===== src/itb_pkg.sv =====
package itb_pkg;

  localparam int BUCKET_W   = 8;
  localparam int CTIME_W    = 48;
  localparam int TOKEN_W    = 32;
  localparam int PERIOD_W   = 41;
  localparam int SESS_W     = 48;
  localparam int CFG_IDX_W  = 2;
  localparam int CFG_DATA_W = 41;
  localparam int ACC_W      = 34;
  localparam int S_TDATA_W  = 96;
  localparam int M_TDATA_W  = 80;

  localparam logic [TOKEN_W-1:0]  MAX_TOKENS_RST    = 32'd16;
  localparam logic [TOKEN_W-1:0]  REFILL_TOKENS_RST = 32'd16;
  localparam logic [PERIOD_W-1:0] REFILL_PERIOD_RST = 41'd1000;

  typedef enum logic [CFG_IDX_W-1:0] {
    CFG_MAX_TOKENS    = 2'd0,
    CFG_REFILL_TOKENS = 2'd1,
    CFG_REFILL_PERIOD = 2'd2
  } cfg_idx_e;

  typedef enum logic [2:0] {
    ST_CLEAR,
    ST_IDLE,
    ST_READ,
    ST_LOAD,
    ST_DIV,
    ST_CALC,
    ST_WRITE
  } state_e;

  typedef struct packed {
    logic                done;
    logic                ovf;
    logic [ACC_W-1:0]    prod;
    logic [PERIOD_W-1:0] rem;
  } ser_res_t;

endpackage


===== src/itb_serial.sv =====
module itb_serial #(
  parameter int TIME_BITS = 48
) (
  input  logic                          clk_i,
  input  logic                          rst_ni,
  input  logic                          start_i,
  input  logic [TIME_BITS-1:0]          dividend_i,
  input  logic [itb_pkg::PERIOD_W-1:0]  divisor_i,
  input  logic [itb_pkg::TOKEN_W-1:0]   mult_i,
  output itb_pkg::ser_res_t             res_o
);

  localparam int CNT_W = $clog2(TIME_BITS);

  logic                         busy_q, busy_d;
  logic                         done_q, done_d;
  logic [CNT_W-1:0]             cnt_q, cnt_d;
  logic [TIME_BITS-1:0]         dvd_q, dvd_d;
  logic [itb_pkg::PERIOD_W-1:0] div_q, div_d;
  logic [itb_pkg::TOKEN_W-1:0]  mul_q, mul_d;
  logic [itb_pkg::PERIOD_W-1:0] rem_q, rem_d;
  logic [itb_pkg::ACC_W-1:0]    acc_q, acc_d;
  logic                         ovf_q, ovf_d;

  always_comb begin
    logic [itb_pkg::PERIOD_W:0] r2;
    logic [itb_pkg::PERIOD_W:0] diff;
    logic                       ge;
    logic [itb_pkg::ACC_W:0]    acc_nx;
    busy_d = busy_q;
    done_d = 1'b0;
    cnt_d  = cnt_q;
    dvd_d  = dvd_q;
    div_d  = div_q;
    mul_d  = mul_q;
    rem_d  = rem_q;
    acc_d  = acc_q;
    ovf_d  = ovf_q;
    r2     = {rem_q, dvd_q[TIME_BITS-1]};
    diff   = r2 - {1'b0, div_q};
    ge     = (r2 >= {1'b0, div_q});
    // quotient bits come out msb first: Horner accumulate of quotient * mult
    acc_nx = {acc_q, 1'b0} + (ge ? (itb_pkg::ACC_W+1)'(mul_q) : '0);
    if (start_i) begin
      busy_d = 1'b1;
      cnt_d  = CNT_W'(TIME_BITS - 1);
      dvd_d  = dividend_i;
      div_d  = divisor_i;
      mul_d  = mult_i;
      rem_d  = '0;
      acc_d  = '0;
      ovf_d  = 1'b0;
    end else if (busy_q) begin
      rem_d = ge ? diff[itb_pkg::PERIOD_W-1:0] : r2[itb_pkg::PERIOD_W-1:0];
      dvd_d = {dvd_q[TIME_BITS-2:0], 1'b0};
      acc_d = acc_nx[itb_pkg::ACC_W-1:0];
      // sticky once the product reaches 2^33, beyond any token count
      ovf_d = ovf_q | acc_nx[itb_pkg::ACC_W] | acc_nx[itb_pkg::ACC_W-1];
      cnt_d = cnt_q - 1'b1;
      if (cnt_q == '0) begin
        busy_d = 1'b0;
        done_d = 1'b1;
      end
    end
  end

  always_ff @(posedge clk_i or negedge rst_ni) begin
    if (!rst_ni) begin
      busy_q <= 1'b0;
      done_q <= 1'b0;
    end else begin
      busy_q <= busy_d;
      done_q <= done_d;
    end
  end

  always_ff @(posedge clk_i) begin
    cnt_q <= cnt_d;
    dvd_q <= dvd_d;
    div_q <= div_d;
    mul_q <= mul_d;
    rem_q <= rem_d;
    acc_q <= acc_d;
    ovf_q <= ovf_d;
  end

  assign res_o.done = done_q;
  assign res_o.ovf  = ovf_q;
  assign res_o.prod = acc_q;
  assign res_o.rem  = rem_q;

endmodule


===== config.mk =====
export PLATFORM = sky130hd
export DESIGN_NAME = itb_serial
export DESIGN_NICKNAME = d
export VERILOG_FILES = /design/src/itb_pkg.sv /design/src/itb_serial.sv
export SDC_FILE = /design/constraint.sdc
export NUM_CORES = 1
export LEC_CHECK = 0
export BUFFER_PORTS_ARGS = -buffer_cell sky130_fd_sc_hd__buf_2
export CAP_MARGIN = 10
export CORE_MARGIN = 2
export CORE_UTILIZATION = 40
export DETAILED_ROUTE_END_ITERATION = 12
export SKIP_CTS_REPAIR_TIMING = 1
export SLEW_MARGIN = 0
export SYNTH_ARGS = -nofsm -noshare
export SYNTH_HDL_FRONTEND = slang
export SYNTH_SLANG_ARGS = --single-unit

===== constraint.sdc =====
create_clock -name clk_i -period 5.1 [get_ports clk_i]
set_input_delay 0.51 -clock clk_i [delete_from_list [all_inputs] [get_ports clk_i]]
set_output_delay 0.51 -clock clk_i [all_outputs]
set_load 0.02 [all_outputs]

==> results of run 1 <==
[kinds of logic after synthesis]
kind of cell,count (synthesis),synth area share
simple gates,400,0.162
compound gates,309,0.186
flops,205,0.433
buf+inv,128,0.0432
fa+ha+maj,76,0.0786
mux,71,0.0628
xor+xnor,49,0.0349
[cells in the final DEF (no fill, tap or decap), drive strengths merged, types with 7 or more instances in the layout]
cell type	instances
buf	273
edfxtp	121
nand2	116
nor2	104
dfxtp	82
ha	74
a21oi	71
inv	68
a21o	54
mux2	49
and2	40
o21ai	40
xnor2	32
clkbuf	32
a311oi	31
nand3	30
nor3	22
mux2i	22
a211oi	18
xor2	17
a31oi	14
and3	14
nand4	12
nand2b	11
nor2b	10
o211ai	10
clkinv	10
o21bai	8
a211o	7
nor3b	7
o21a	7
or3	7
[stage by stage]
step / std cells / hold WS (ns)
2_1_floorplan: 1238 / 0.214
3_3_place_gp: 1843 / 0.313
3_5_place_dp: 1843 / 0.313
4_1_cts: 1891 / -0.269
5_1_grt: 1898 / 0.116
6_report: 1899 / 0.136
[layout make-up]
| class | instances | area (µm²) | area share |
|---|---|---|---|
| well taps | 396 | 495 | 0.0325 |
| flip-flops and latches | 205 | 5340 | 0.350 |
| multi-input cells | 905 | 6690 | 0.439 |
| clock buffers | 31 | 689 | 0.0452 |
| clock inverters | 17 | 186 | 0.0122 |
| inverters | 67 | 251 | 0.0165 |
| diodes | 3 | 7.51 | 0.000493 |
| repair buffers | 275 | 1590 | 0.104 |
[worst max path at each step]
stage | to | slack, ns | cells after the start
final | acc_q[32]$_SDFFE_PP0P_ | 0.16 | 21
after global routing | acc_q[30]$_SDFFE_PP0P_ | -0.07 | 22
after CTS | acc_q[32]$_SDFFE_PP0P_ | -0.15 | 21
after detailed placement | acc_q[32]$_SDFFE_PP0P_ | -0.12 | 21
after global placement | ovf_q$_SDFFE_PP0P_ | -0.003 | 23
after floorplan | acc_q[32]$_SDFFE_PP0P_ | 0.006 | 21
[power breakdown]
| part | total, mW | internal [mW] | switching, mW |
|---|---|---|---|
| sequential | 2.43 | 2.12 | 0.304 |
| combinational | 4.32 | 1.85 | 2.47 |
| clock | 1.87 | 1.12 | 0.746 |
[metal layers]
layer,routed length (µm),vias to the layer above,share of wire,global-route usage
li1,-,5052,-,-
met1,15000,4703,0.47,0.269
met2,14100,239,0.44,0.309
met5,41,-,0.0013,0
met4,747,6,0.023,0.0514
met3,2290,52,0.071,0.0498
[worst max-delay path, stage by stage, from the launching register on]
cell and delay (ns):
edfxtp_1 0.39, inv_2 0.08, ha_4 0.21, a21oi_2 0.15, o211ai_2 0.10, o2111a_2 0.29
or4_4 0.49, o21a_4 0.22, o211ai_4 0.18, nand2_4 0.09, buf_12 0.16, and2_1 0.16
ha_1 0.34, a21oi_2 0.24, o32ai_2 0.13, o21ai_2 0.25, a31oi_4 0.16, nor4_4 0.43
nor4_4 0.10, o21ai_2 0.20, a2111oi_4 0.10, a311o_1 0.34
[sequential cells by signal, summed over array words and instances, names as in the netlist]
signal  flops
mul_q      32
rem_q      41
busy_q      1
acc_q      34
done_q      1
ovf_q       1
div_q      41
dvd_q      48
cnt_q       6
==> results by group, run 1 <==
Clock network
  – Clk slew on worst S/H paths: 0.06 ns
  – Clock H-tree levels: 1
  – TritonCTS Buffers: 26
  – Clock Latency Late Sink: 0.55 ns
  – CTS Root Cell: clkbuf_16
  – CTS tree: built
  – Num Clock Sinks: 205
  – CTS max path bufs: 3

Floorplanning
  – # rows: 64
  – Core ar.: 30,400 µm²
  – Die ar.: 32,100 µm²
  – Top Ports: 201
  – Die X-Extent: 179 µm
  – Die height: 179 µm
  – Initial core utilization: 0.404

Worst setup path
  – Worst R2R Path Depth: 21
  – R2R Setup Slk: 0.16 ns
  – CP max FO: 22
  – FF-to-FF End: acc_q[32]$_SDFFE_PP0P_
  – RR Startpoint: div_q[7]$_DFFE_PP_
  – Startpoint types: register
  – Critical path class: reg -> reg
  – Arrival @ worst endpoint: 5.38 ns
  – Worst Setup SP: div_q[7]$_DFFE_PP_
  – CP required: 5.54 ns
  – CP Capture Type: register

Yosys
  – Leading area contributor after synthesis: edfxtp_1
  – Post-synth top flop: edfxtp_1
  – Synth top area share: 0.296
  – Sequential share of the synthesized area: 0.433
  – Largest cells by area after synthesis: edfxtp_1 (30%), dfxtp_1 (13%), ha_1 (7.5%), mux2_2 (4.4%), nand2_1 (3.5%)
  – YS warnings: 0
  – Synth Cell Area: 12,300 µm²
  – Net Count, Synth: 1,438
  – Netlist cell types: 86
  – Synth cell count leaders: edfxtp_1 (121), nand2_1 (115), nor2_1 (103)
  – Post-synth ARST share: 0.00976
  – Syn Inst Count: 1,238
  – Number of synthesized register bits: 205
  – Count leader, synth: edfxtp_1
  – Post-synth EDFFs: 121
  – Syn Area/Cell: 9.93 µm²

Global route
  – Largest net degree at the start of global routing: 71
  – Congestion Overflow GR: 0
  – Vias in the first global route: 9,923
  – First-pass GRT wire length: 50.9 mm
  – Initial antenna violation count: 6
  – GR Util All Layers: 0.196

Final layout
  – Finished Cell Area: 15,200 µm²
  – Nets: 1,680
  – Layout cells sized above 1: 0.305
  – P&R area growth vs syn: 24.0%
  – Final core utilization: 0.501
  – # fillers: 2,914

STA
  – Final Hold Fails: 0
  – Pins Over Slew Limit: 0
  – Rel. slew slack: 0.345
  – Final min period: 4.94 ns
  – Worst-Margin Slew: 0.981 ns
  – Fmax: 202 MHz
  – Clock Skew: 0.0173 ns
  – Tcrit/Tclk final: 0.968
  – Fin Setup TNS: 0 ns
  – PnR worst setup slack: 0.161 ns
  – Finish-stage setup viols: 0

Status
  – Status: completed

Hold path
  – Worst hold path depth: 1
  – Min-delay src: mult_i[16]
  – HP Class: in -> reg
  – Worst Hold End: mul_q[16]$_DFFE_PP_

Routing
  – Number of iterations in the first detailed-routing pass: 7
  – DR vias: 10,100
  – Routed WL per cell: 17.0 µm
  – DR DRC count: 0
  – Iteration-0 DRC Markers: 548
  – Final ANT Viol Nets: 0
  – WL final: 32.2 mm
  – Via density: 5.29

Place
  – Dpl ws: -0.123 ns
  – Gp weighted congestion: 0.868
  – Placed Area: 14,100 µm²
  – DP HPWL: 23.4 mm
  – I/O Buffers: 200

Pwr
  – VDD IR max: 0.287 mV
  – Power Dens Cells: 565 nW/µm²
  – Tot Pwr: 8.62 mW
  – Leak: 7.07 nW

Run
  – Maxcap violations: 0
No activity file was read; power rests on OpenSTA's default activity.
==> inputs of run 2 (changes only) <==
--- a/config.mk
+++ b/config.mk
@@ -9,6 +9,7 @@
 export CAP_MARGIN = 10
 export CORE_MARGIN = 2
 export CORE_UTILIZATION = 40
+export CTS_BUF_LIST = sky130_fd_sc_hd__clkbuf_16
 export DETAILED_ROUTE_END_ITERATION = 12
 export SKIP_CTS_REPAIR_TIMING = 1
 export SLEW_MARGIN = 0
==> run 2 against run 1 <==
Non-clock buffer count unchanged. First-iteration DRC count is 1.6% higher. Sequential share of layout area about the same. Via count about the same. Worst setup slack improved by 0.0047 ns. Fmax barely moved. Global-route usage is essentially flat. Worst hold slack about the same. Largest power group unchanged.
==> results by group, run 2 (same netlist as run 1, synthesis figures left out) <==
Status
  – Status: completed

Routing
  – Iteration-0 DRC Markers: 557 (+1.6%)
  – Final ANT Viol Nets: 0 (unchanged)
  – Via density: 5.29 (about the same)
  – WL final: 32.2 mm (-0.15%)
  – Number of iterations in the first detailed-routing pass: 7 (unchanged)
  – DR DRC count: 0 (unchanged)
  – Routed WL per cell: 16.9 µm (-0.15%)
  – DR vias: 10,000 (-0.030%)

Final layout
  – Nets: 1,680 (unchanged)
  – Number of flip-flops in the largest register: 48 (unchanged)
  – # fillers: 2,914 (unchanged)
  – Regs by FF count: dvd_q (48), div_q (41), rem_q (41)
  – Reg area: 5340 µm² (unchanged)
  – Layout cells sized above 1: 0.304 (-0.00133)
  – P&R area growth vs syn: 23.8%
  – Most frequent cells in the layout: buf_2 (199), edfxtp_1 (121), nand2_1 (113), nor2_1 (102), dfxtp_1 (75)
  – Layout Cells excl Fill: 1,899 (unchanged)
  – Multi-input gate area: 6690 µm² (unchanged)
  – Reg with most FFs: dvd_q
  – Finished Cell Area: 15,200 µm² (-0.13%)
  – Commonest non-fill, non-tap cell in the layout: buf_2

Worst setup path
  – Worst Setup SP: div_q[7]$_DFFE_PP_
  – CP required: 5.54 ns (about the same)
  – Worst R2R Path Depth: 21 (unchanged)
  – Startpoint types: register
  – Critical path class: reg -> reg
  – CP max FO: 22 (unchanged)
  – Crit path capture: acc_q[32]$_SDFFE_PP0P_
  – R2R Setup Slk: 0.17 ns (about the same)
  – RR Startpoint: div_q[7]$_DFFE_PP_
  – CP Capture Type: register
  – FF-to-FF End: acc_q[32]$_SDFFE_PP0P_
  – Arrival @ worst endpoint: 5.37 ns (about the same)

STA
  – Pins Over Slew Limit: 0 (unchanged)
  – Worst-Margin Slew: 0.978 ns (-0.00290 ns)
  – Final min period: 4.93 ns (-0.00475 ns)
  – Clock Skew: 0.0180 ns (+0.000779 ns)
  – Final Hold Fails: 0 (unchanged)
  – Fmax: 203 MHz (about the same)
  – Finish-stage setup viols: 0 (unchanged)
  – Fin Setup TNS: 0 ns (unchanged)
  – Tcrit/Tclk final: 0.968 (about the same)
  – Rel. slew slack: 0.347 (+0.00194)

Clock network
  – TritonCTS Buffers: 26 (unchanged)
  – Num Clock Sinks: 205 (unchanged)
  – Clock H-tree levels: 1 (unchanged)
  – CTS max path bufs: 3 (unchanged)
  – CTS Root Cell: clkbuf_16
  – Clock Latency Late Sink: 0.55 ns (about the same)
  – Clk slew on worst S/H paths: 0.06 ns (about the same)
  – CTS tree: built

Global route
  – GR Util All Layers: 0.196 (about the same)
  – Congestion Overflow GR: 0 (unchanged)
  – Largest net degree at the start of global routing: 71 (unchanged)
  – Initial antenna violation count: 6 (unchanged)
  – Vias in the first global route: 9,917 (-0.060%)
  – First-pass GRT wire length: 50.9 mm (unchanged)

Floorplanning
  – Die ar.: 32,100 µm² (unchanged)
  – Top Ports: 201 (unchanged)
  – Core ar.: 30,400 µm² (unchanged)
  – Initial core utilization: 0.404 (unchanged)
  – # rows: 64 (unchanged)
  – Die X-Extent: 179 µm (unchanged)
  – Die height: 179 µm (unchanged)

Hold path
  – HP Class: in -> reg
  – Worst hold path depth: 1 (unchanged)

Pwr
  – Tot Pwr: 8.58 mW (-0.44%)
  – Leak: 7.07 nW (about the same)
  – VDD IR max: 0.287 mV (about the same)
  – Power Dens Cells: 564 nW/µm² (-0.31%)

Run
  – Maxcap violations: 0 (unchanged)

Place
  – Gp weighted congestion: 0.868 (unchanged)
  – Placed Area: 14,100 µm² (unchanged)
  – I/O Buffers: 200 (unchanged)
  – Dpl cells: 1,843 (unchanged)
  – DP HPWL: 23.4 mm (unchanged)
[run 2: worst min path at each step]
| stage | from | end |
|---|---|---|
| 6_report | mult_i[19] | mul_q[19]$_DFFE_PP_ |
| 5_1_grt | mult_i[26] | mul_q[26]$_DFFE_PP_ |
| 4_1_cts | rst_ni | busy_q$_DFF_PN0_ |
| 3_5_place_dp | rst_ni | done_q$_DFF_PN0_ |
| 3_3_place_gp | rst_ni | done_q$_DFF_PN0_ |
| 2_1_floorplan | rst_ni | busy_q$_DFF_PN0_ |
[run 2: final cells by class]
class / instances / share of cell area
Multi-Input combinational cell: 905 / 0.439
Sequential cell: 205 / 0.351
Timing Repair Buffer: 275 / 0.104
Clock buffer: 26 / 0.0427
Tap cell: 396 / 0.0326
Inverter: 67 / 0.0165
Clock inverter: 22 / 0.0135
Antenna cell: 3 / 0.000493
[run 2: per-stage QoR]
stage,utilization,hold WS [ns],worst slack [ns]
floorplan,-,0.214,0.00571
global placement,0.464,0.313,-0.00328
detailed placement,0.464,0.313,-0.123
CTS,0.492,-0.269,-0.153
global route,0.500,0.116,-0.0672
finish,0.500,0.136,0.166
[run 2: report_power, final]
group / leakage (nW) / total (mW) / internal [mW] / switching, mW
combinational: 4.72 / 4.32 / 1.85 / 2.47
clock: 0.426 / 1.83 / 1.09 / 0.744
sequential: 1.92 / 2.43 / 2.12 / 0.304
total: 7.07 / 8.58 / 5.06 / 3.52
[run 2: routing by layer]
metal	part of all wire	up-vias	track usage	routed length (µm)
met5	0.0012	-	0	39
met4	0.023	6	0.0517	751
met3	0.069	52	0.0498	2240
met2	0.44	235	0.308	14100
met1	0.47	4704	0.269	15000
li1	-	5052	-	-
[run 2: worst max-delay path: stages (launching register included)]
cell and delay [ns]:
edfxtp_1 0.39, inv_2 0.08, ha_4 0.21, a21oi_2 0.15, o211ai_2 0.10, o2111a_2 0.29
or4_4 0.49, o21a_4 0.22, o211ai_4 0.18, nand2_4 0.09, buf_12 0.16, and2_1 0.16
ha_1 0.34, a21oi_2 0.24, o32ai_2 0.13, o21ai_2 0.25, a31oi_4 0.16, nor4_4 0.43
nor4_4 0.10, o21ai_2 0.20, a2111oi_4 0.10, a311o_1 0.34
==> inputs of run 3 (changes only) <==
--- a/config.mk
+++ b/config.mk
@@ -5,7 +5,8 @@
 export SDC_FILE = /design/constraint.sdc
 export NUM_CORES = 1
 export LEC_CHECK = 0
-export BUFFER_PORTS_ARGS = -buffer_cell sky130_fd_sc_hd__buf_2
+export ABC_CLOCK_PERIOD_IN_PS = 5100
+export BUFFER_PORTS_ARGS = -buffer_cell sky130_fd_sc_hd__clkbuf_2
 export CAP_MARGIN = 10
 export CORE_MARGIN = 2
 export CORE_UTILIZATION = 40
==> run 3 against run 2 <==
Critical path depth up 2. Global-route usage up 0.14 points. Fmax up 0.98%. Design area down 1.3%. Utilization down 0.63 points. Wire length down 0.34%. Critical path type unchanged. Critical endpoint is now ovf_q$_SDFFE_PP0P_. Largest cell class unchanged.
==> results by group, run 3 (same netlist as run 1, synthesis figures left out) <==
Hold path
  – Worst hold path depth: 1 (unchanged)
  – HP Class: in -> reg

STA
  – Pins Over Slew Limit: 0 (unchanged)
  – Fmax: 205 MHz (+0.98%)
  – Worst-Margin Slew: 1.00 ns (+0.0239 ns)
  – Clock Skew: 0.0125 ns (-0.00550 ns)
  – PnR worst setup slack: 0.214 ns (+0.0481 ns)
  – Tcrit/Tclk final: 0.958 (-0.00943)
  – Rel. slew slack: 0.331 (-0.0160)
  – Final min period: 4.89 ns (-0.0481 ns)
  – Final Hold Fails: 0 (unchanged)
  – Finish-stage setup viols: 0 (unchanged)

Final layout
  – Layout Cells excl Fill: 1,886 (-0.68%)
  – Regs by FF count: dvd_q (48), div_q (41), rem_q (41)
  – P&R area growth vs syn: 22.3%
  – Most frequent cells in the layout: clkbuf_2 (199), edfxtp_1 (121), nand2_1 (114), nor2_1 (103), dfxtp_1 (75)
  – Multi-input gate area: 6650 µm² (-0.60%)
  – Finished Cell Area: 15,000 µm² (-1.3%)
  – Nets: 1,670 (-0.60%)
  – Reg area: 5340 µm² (unchanged)
  – Layout cells sized above 1: 0.289 (-0.0145)
  – Commonest non-fill, non-tap cell in the layout: clkbuf_2
  – # fillers: 2,907 (-0.24%)
  – Number of flip-flops in the largest register: 48 (unchanged)
  – Reg with most FFs: dvd_q

Clock network
  – Clk slew on worst S/H paths: 0.06 ns (about the same)
  – Clock H-tree levels: 1 (unchanged)
  – CTS Root Cell: clkbuf_16
  – CTS max path bufs: 3 (unchanged)
  – TritonCTS Buffers: 25 (-3.8%)
  – Clock Latency Late Sink: 0.54 ns (about the same)
  – CTS tree: built
  – Num Clock Sinks: 205 (unchanged)

Place
  – I/O Buffers: 200 (unchanged)
  – Gp weighted congestion: 0.895 (+3.0%)
  – Dpl ws: -0.0748 ns (+0.0481 ns)
  – DP HPWL: 23.2 mm (-0.65%)
  – Dpl cells: 1,837 (-0.33%)
  – Placed Area: 14,100 µm² (-0.32%)

Worst setup path
  – Startpoint types: register
  – CP max stage cell: or4_4
  – Arrival @ worst endpoint: 5.27 ns (-0.10 ns)
  – CP Cell Sequence: inv_2 -> ha_4 -> a21oi_2 -> o211ai_2 -> o2111a_2 -> or4_4 -> o21a_4 -> o211ai_4 -> nand2_2 -> buf_12 -> and2_1 -> ha_1 -> fa_2 -> a21oi_2 -> o211ai_1 -> and3_2 -> o31ai_2 -> buf_4 -> and2_4 -> o31ai_2 -> a211oi_2 -> nor2b_1 -> a311oi_1
  – Max stage delay on crit path: 0.50 ns (about the same)
  – CP required: 5.48 ns (-0.06 ns)
  – CP Capture Type: register
  – Critical path class: reg -> reg
  – Worst R2R Path Depth: 23 (+9.5%)
  – CP max FO: 25 (+14%)

Global route
  – Congestion Overflow GR: 0 (unchanged)
  – Vias in the first global route: 9,932 (+0.15%)
  – Initial antenna violation count: 3 (-3)
  – First-pass GRT wire length: 51.3 mm (+0.92%)
  – GR Util All Layers: 0.198 (+0.00139)
  – Largest net degree at the start of global routing: 88 (+24%)

Routing
  – Final ANT Viol Nets: 0 (unchanged)
  – Routed WL per cell: 17.0 µm (+0.35%)
  – Number of iterations in the first detailed-routing pass: 5 (-2)
  – DR DRC count: 0 (unchanged)
  – WL final: 32.1 mm (-0.34%)
  – Via density: 5.37 (+1.5%)
  – Iteration-0 DRC Markers: 644 (+16%)
  – DR vias: 10,100 (+0.77%)

Floorplanning
  – Die ar.: 32,100 µm² (unchanged)
  – Core ar.: 30,400 µm² (unchanged)
  – Top Ports: 201 (unchanged)
  – Die height: 179 µm (unchanged)
  – # rows: 64 (unchanged)
  – Initial core utilization: 0.404 (unchanged)
  – Die X-Extent: 179 µm (unchanged)

Status
  – Status: completed

Run
  – Maxcap violations: 0 (unchanged)

Pwr
  – VDD IR max: 0.264 mV (-8.1%)
  – Power Dens Cells: 559 nW/µm² (-0.90%)
  – Tot Pwr: 8.39 mW (-2.1%)
  – Leak: 6.98 nW (-1.2%)
-- run 3: cell count changes in the layout (fill, tap and decap cells not counted), sizes merged --
| cell | change |
|---|---|
| inv | +5 |
| clkinv | -2 |
| bufinv | -1 |
| clkbuf | +198 |
| buf | -208 |
| diode | -2 |
| clkinvlp | -3 |
-- run 3: critical path, delay by kind of cell, from the launching register on --
family	cells	cell delay, ns
compound gates	11	1.85
fa+ha+maj	3	0.79
buf+inv	3	0.40
flops	1	0.38
simple gates	6	1.32
-- run 3: layout make-up --
| cell class | instances | share of cell area |
|---|---|---|
| flip-flops and latches | 205 | 0.355 |
| well taps | 396 | 0.0330 |
| clock inverters | 21 | 0.0101 |
| multi-input cells | 905 | 0.442 |
| diodes | 1 | 0.000167 |
| clock buffers | 25 | 0.0416 |
| inverters | 67 | 0.0167 |
| repair buffers | 266 | 0.101 |
-- run 3: path summary, 6_finish.rpt --
kind	start	end	slack, ns
worst min register to register	cnt_q[0]$_SDFFE_PP1P_	cnt_q[0]$_SDFFE_PP1P_	0.48
worst max-delay path	div_q[7]$_DFFE_PP_	ovf_q$_SDFFE_PP0P_	0.21
min in group asynchronous	rst_ni	busy_q$_DFF_PN0_	0.31
worst max register to register	div_q[7]$_DFFE_PP_	ovf_q$_SDFFE_PP0P_	0.21
max in group asynchronous	rst_ni	busy_q$_DFF_PN0_	4.66
worst min-delay path	divisor_i[37]	div_q[37]$_DFFE_PP_	0.14
-- run 3: where the power goes --
| part | switching (mW) | leakage, nW | internal, mW |
|---|---|---|---|
| clock | 0.716 | 0.411 | 0.990 |
| sequential | 0.311 | 1.92 | 2.12 |
| combinational | 2.44 | 4.65 | 1.81 |
| total | 3.47 | 6.98 | 4.92 |
-- run 3: stage by stage --
| step | setup TNS [ns] | util | hold WS (ns) |
|---|---|---|---|
| finish | 0 | 0.494 | 0.140 |
| global route | -0.0368 | 0.494 | 0.115 |
| CTS | -0.246 | 0.488 | -0.258 |
| detailed placement | -0.180 | 0.463 | 0.317 |
| global placement | -0.0119 | 0.463 | 0.315 |
| floorplan | 0 | - | 0.214 |
-- run 3: metal layers --
| layer | GRT usage | vias to the layer above | routed length, µm |
|---|---|---|---|
| li1 | - | 5021 | - |
| met1 | 0.273 | 4815 | 15000 |
| met2 | 0.312 | 250 | 14200 |
| met3 | 0.0505 | 36 | 2370 |
| met4 | 0.0427 | 4 | 492 |
| met5 | 0 | - | 27 |
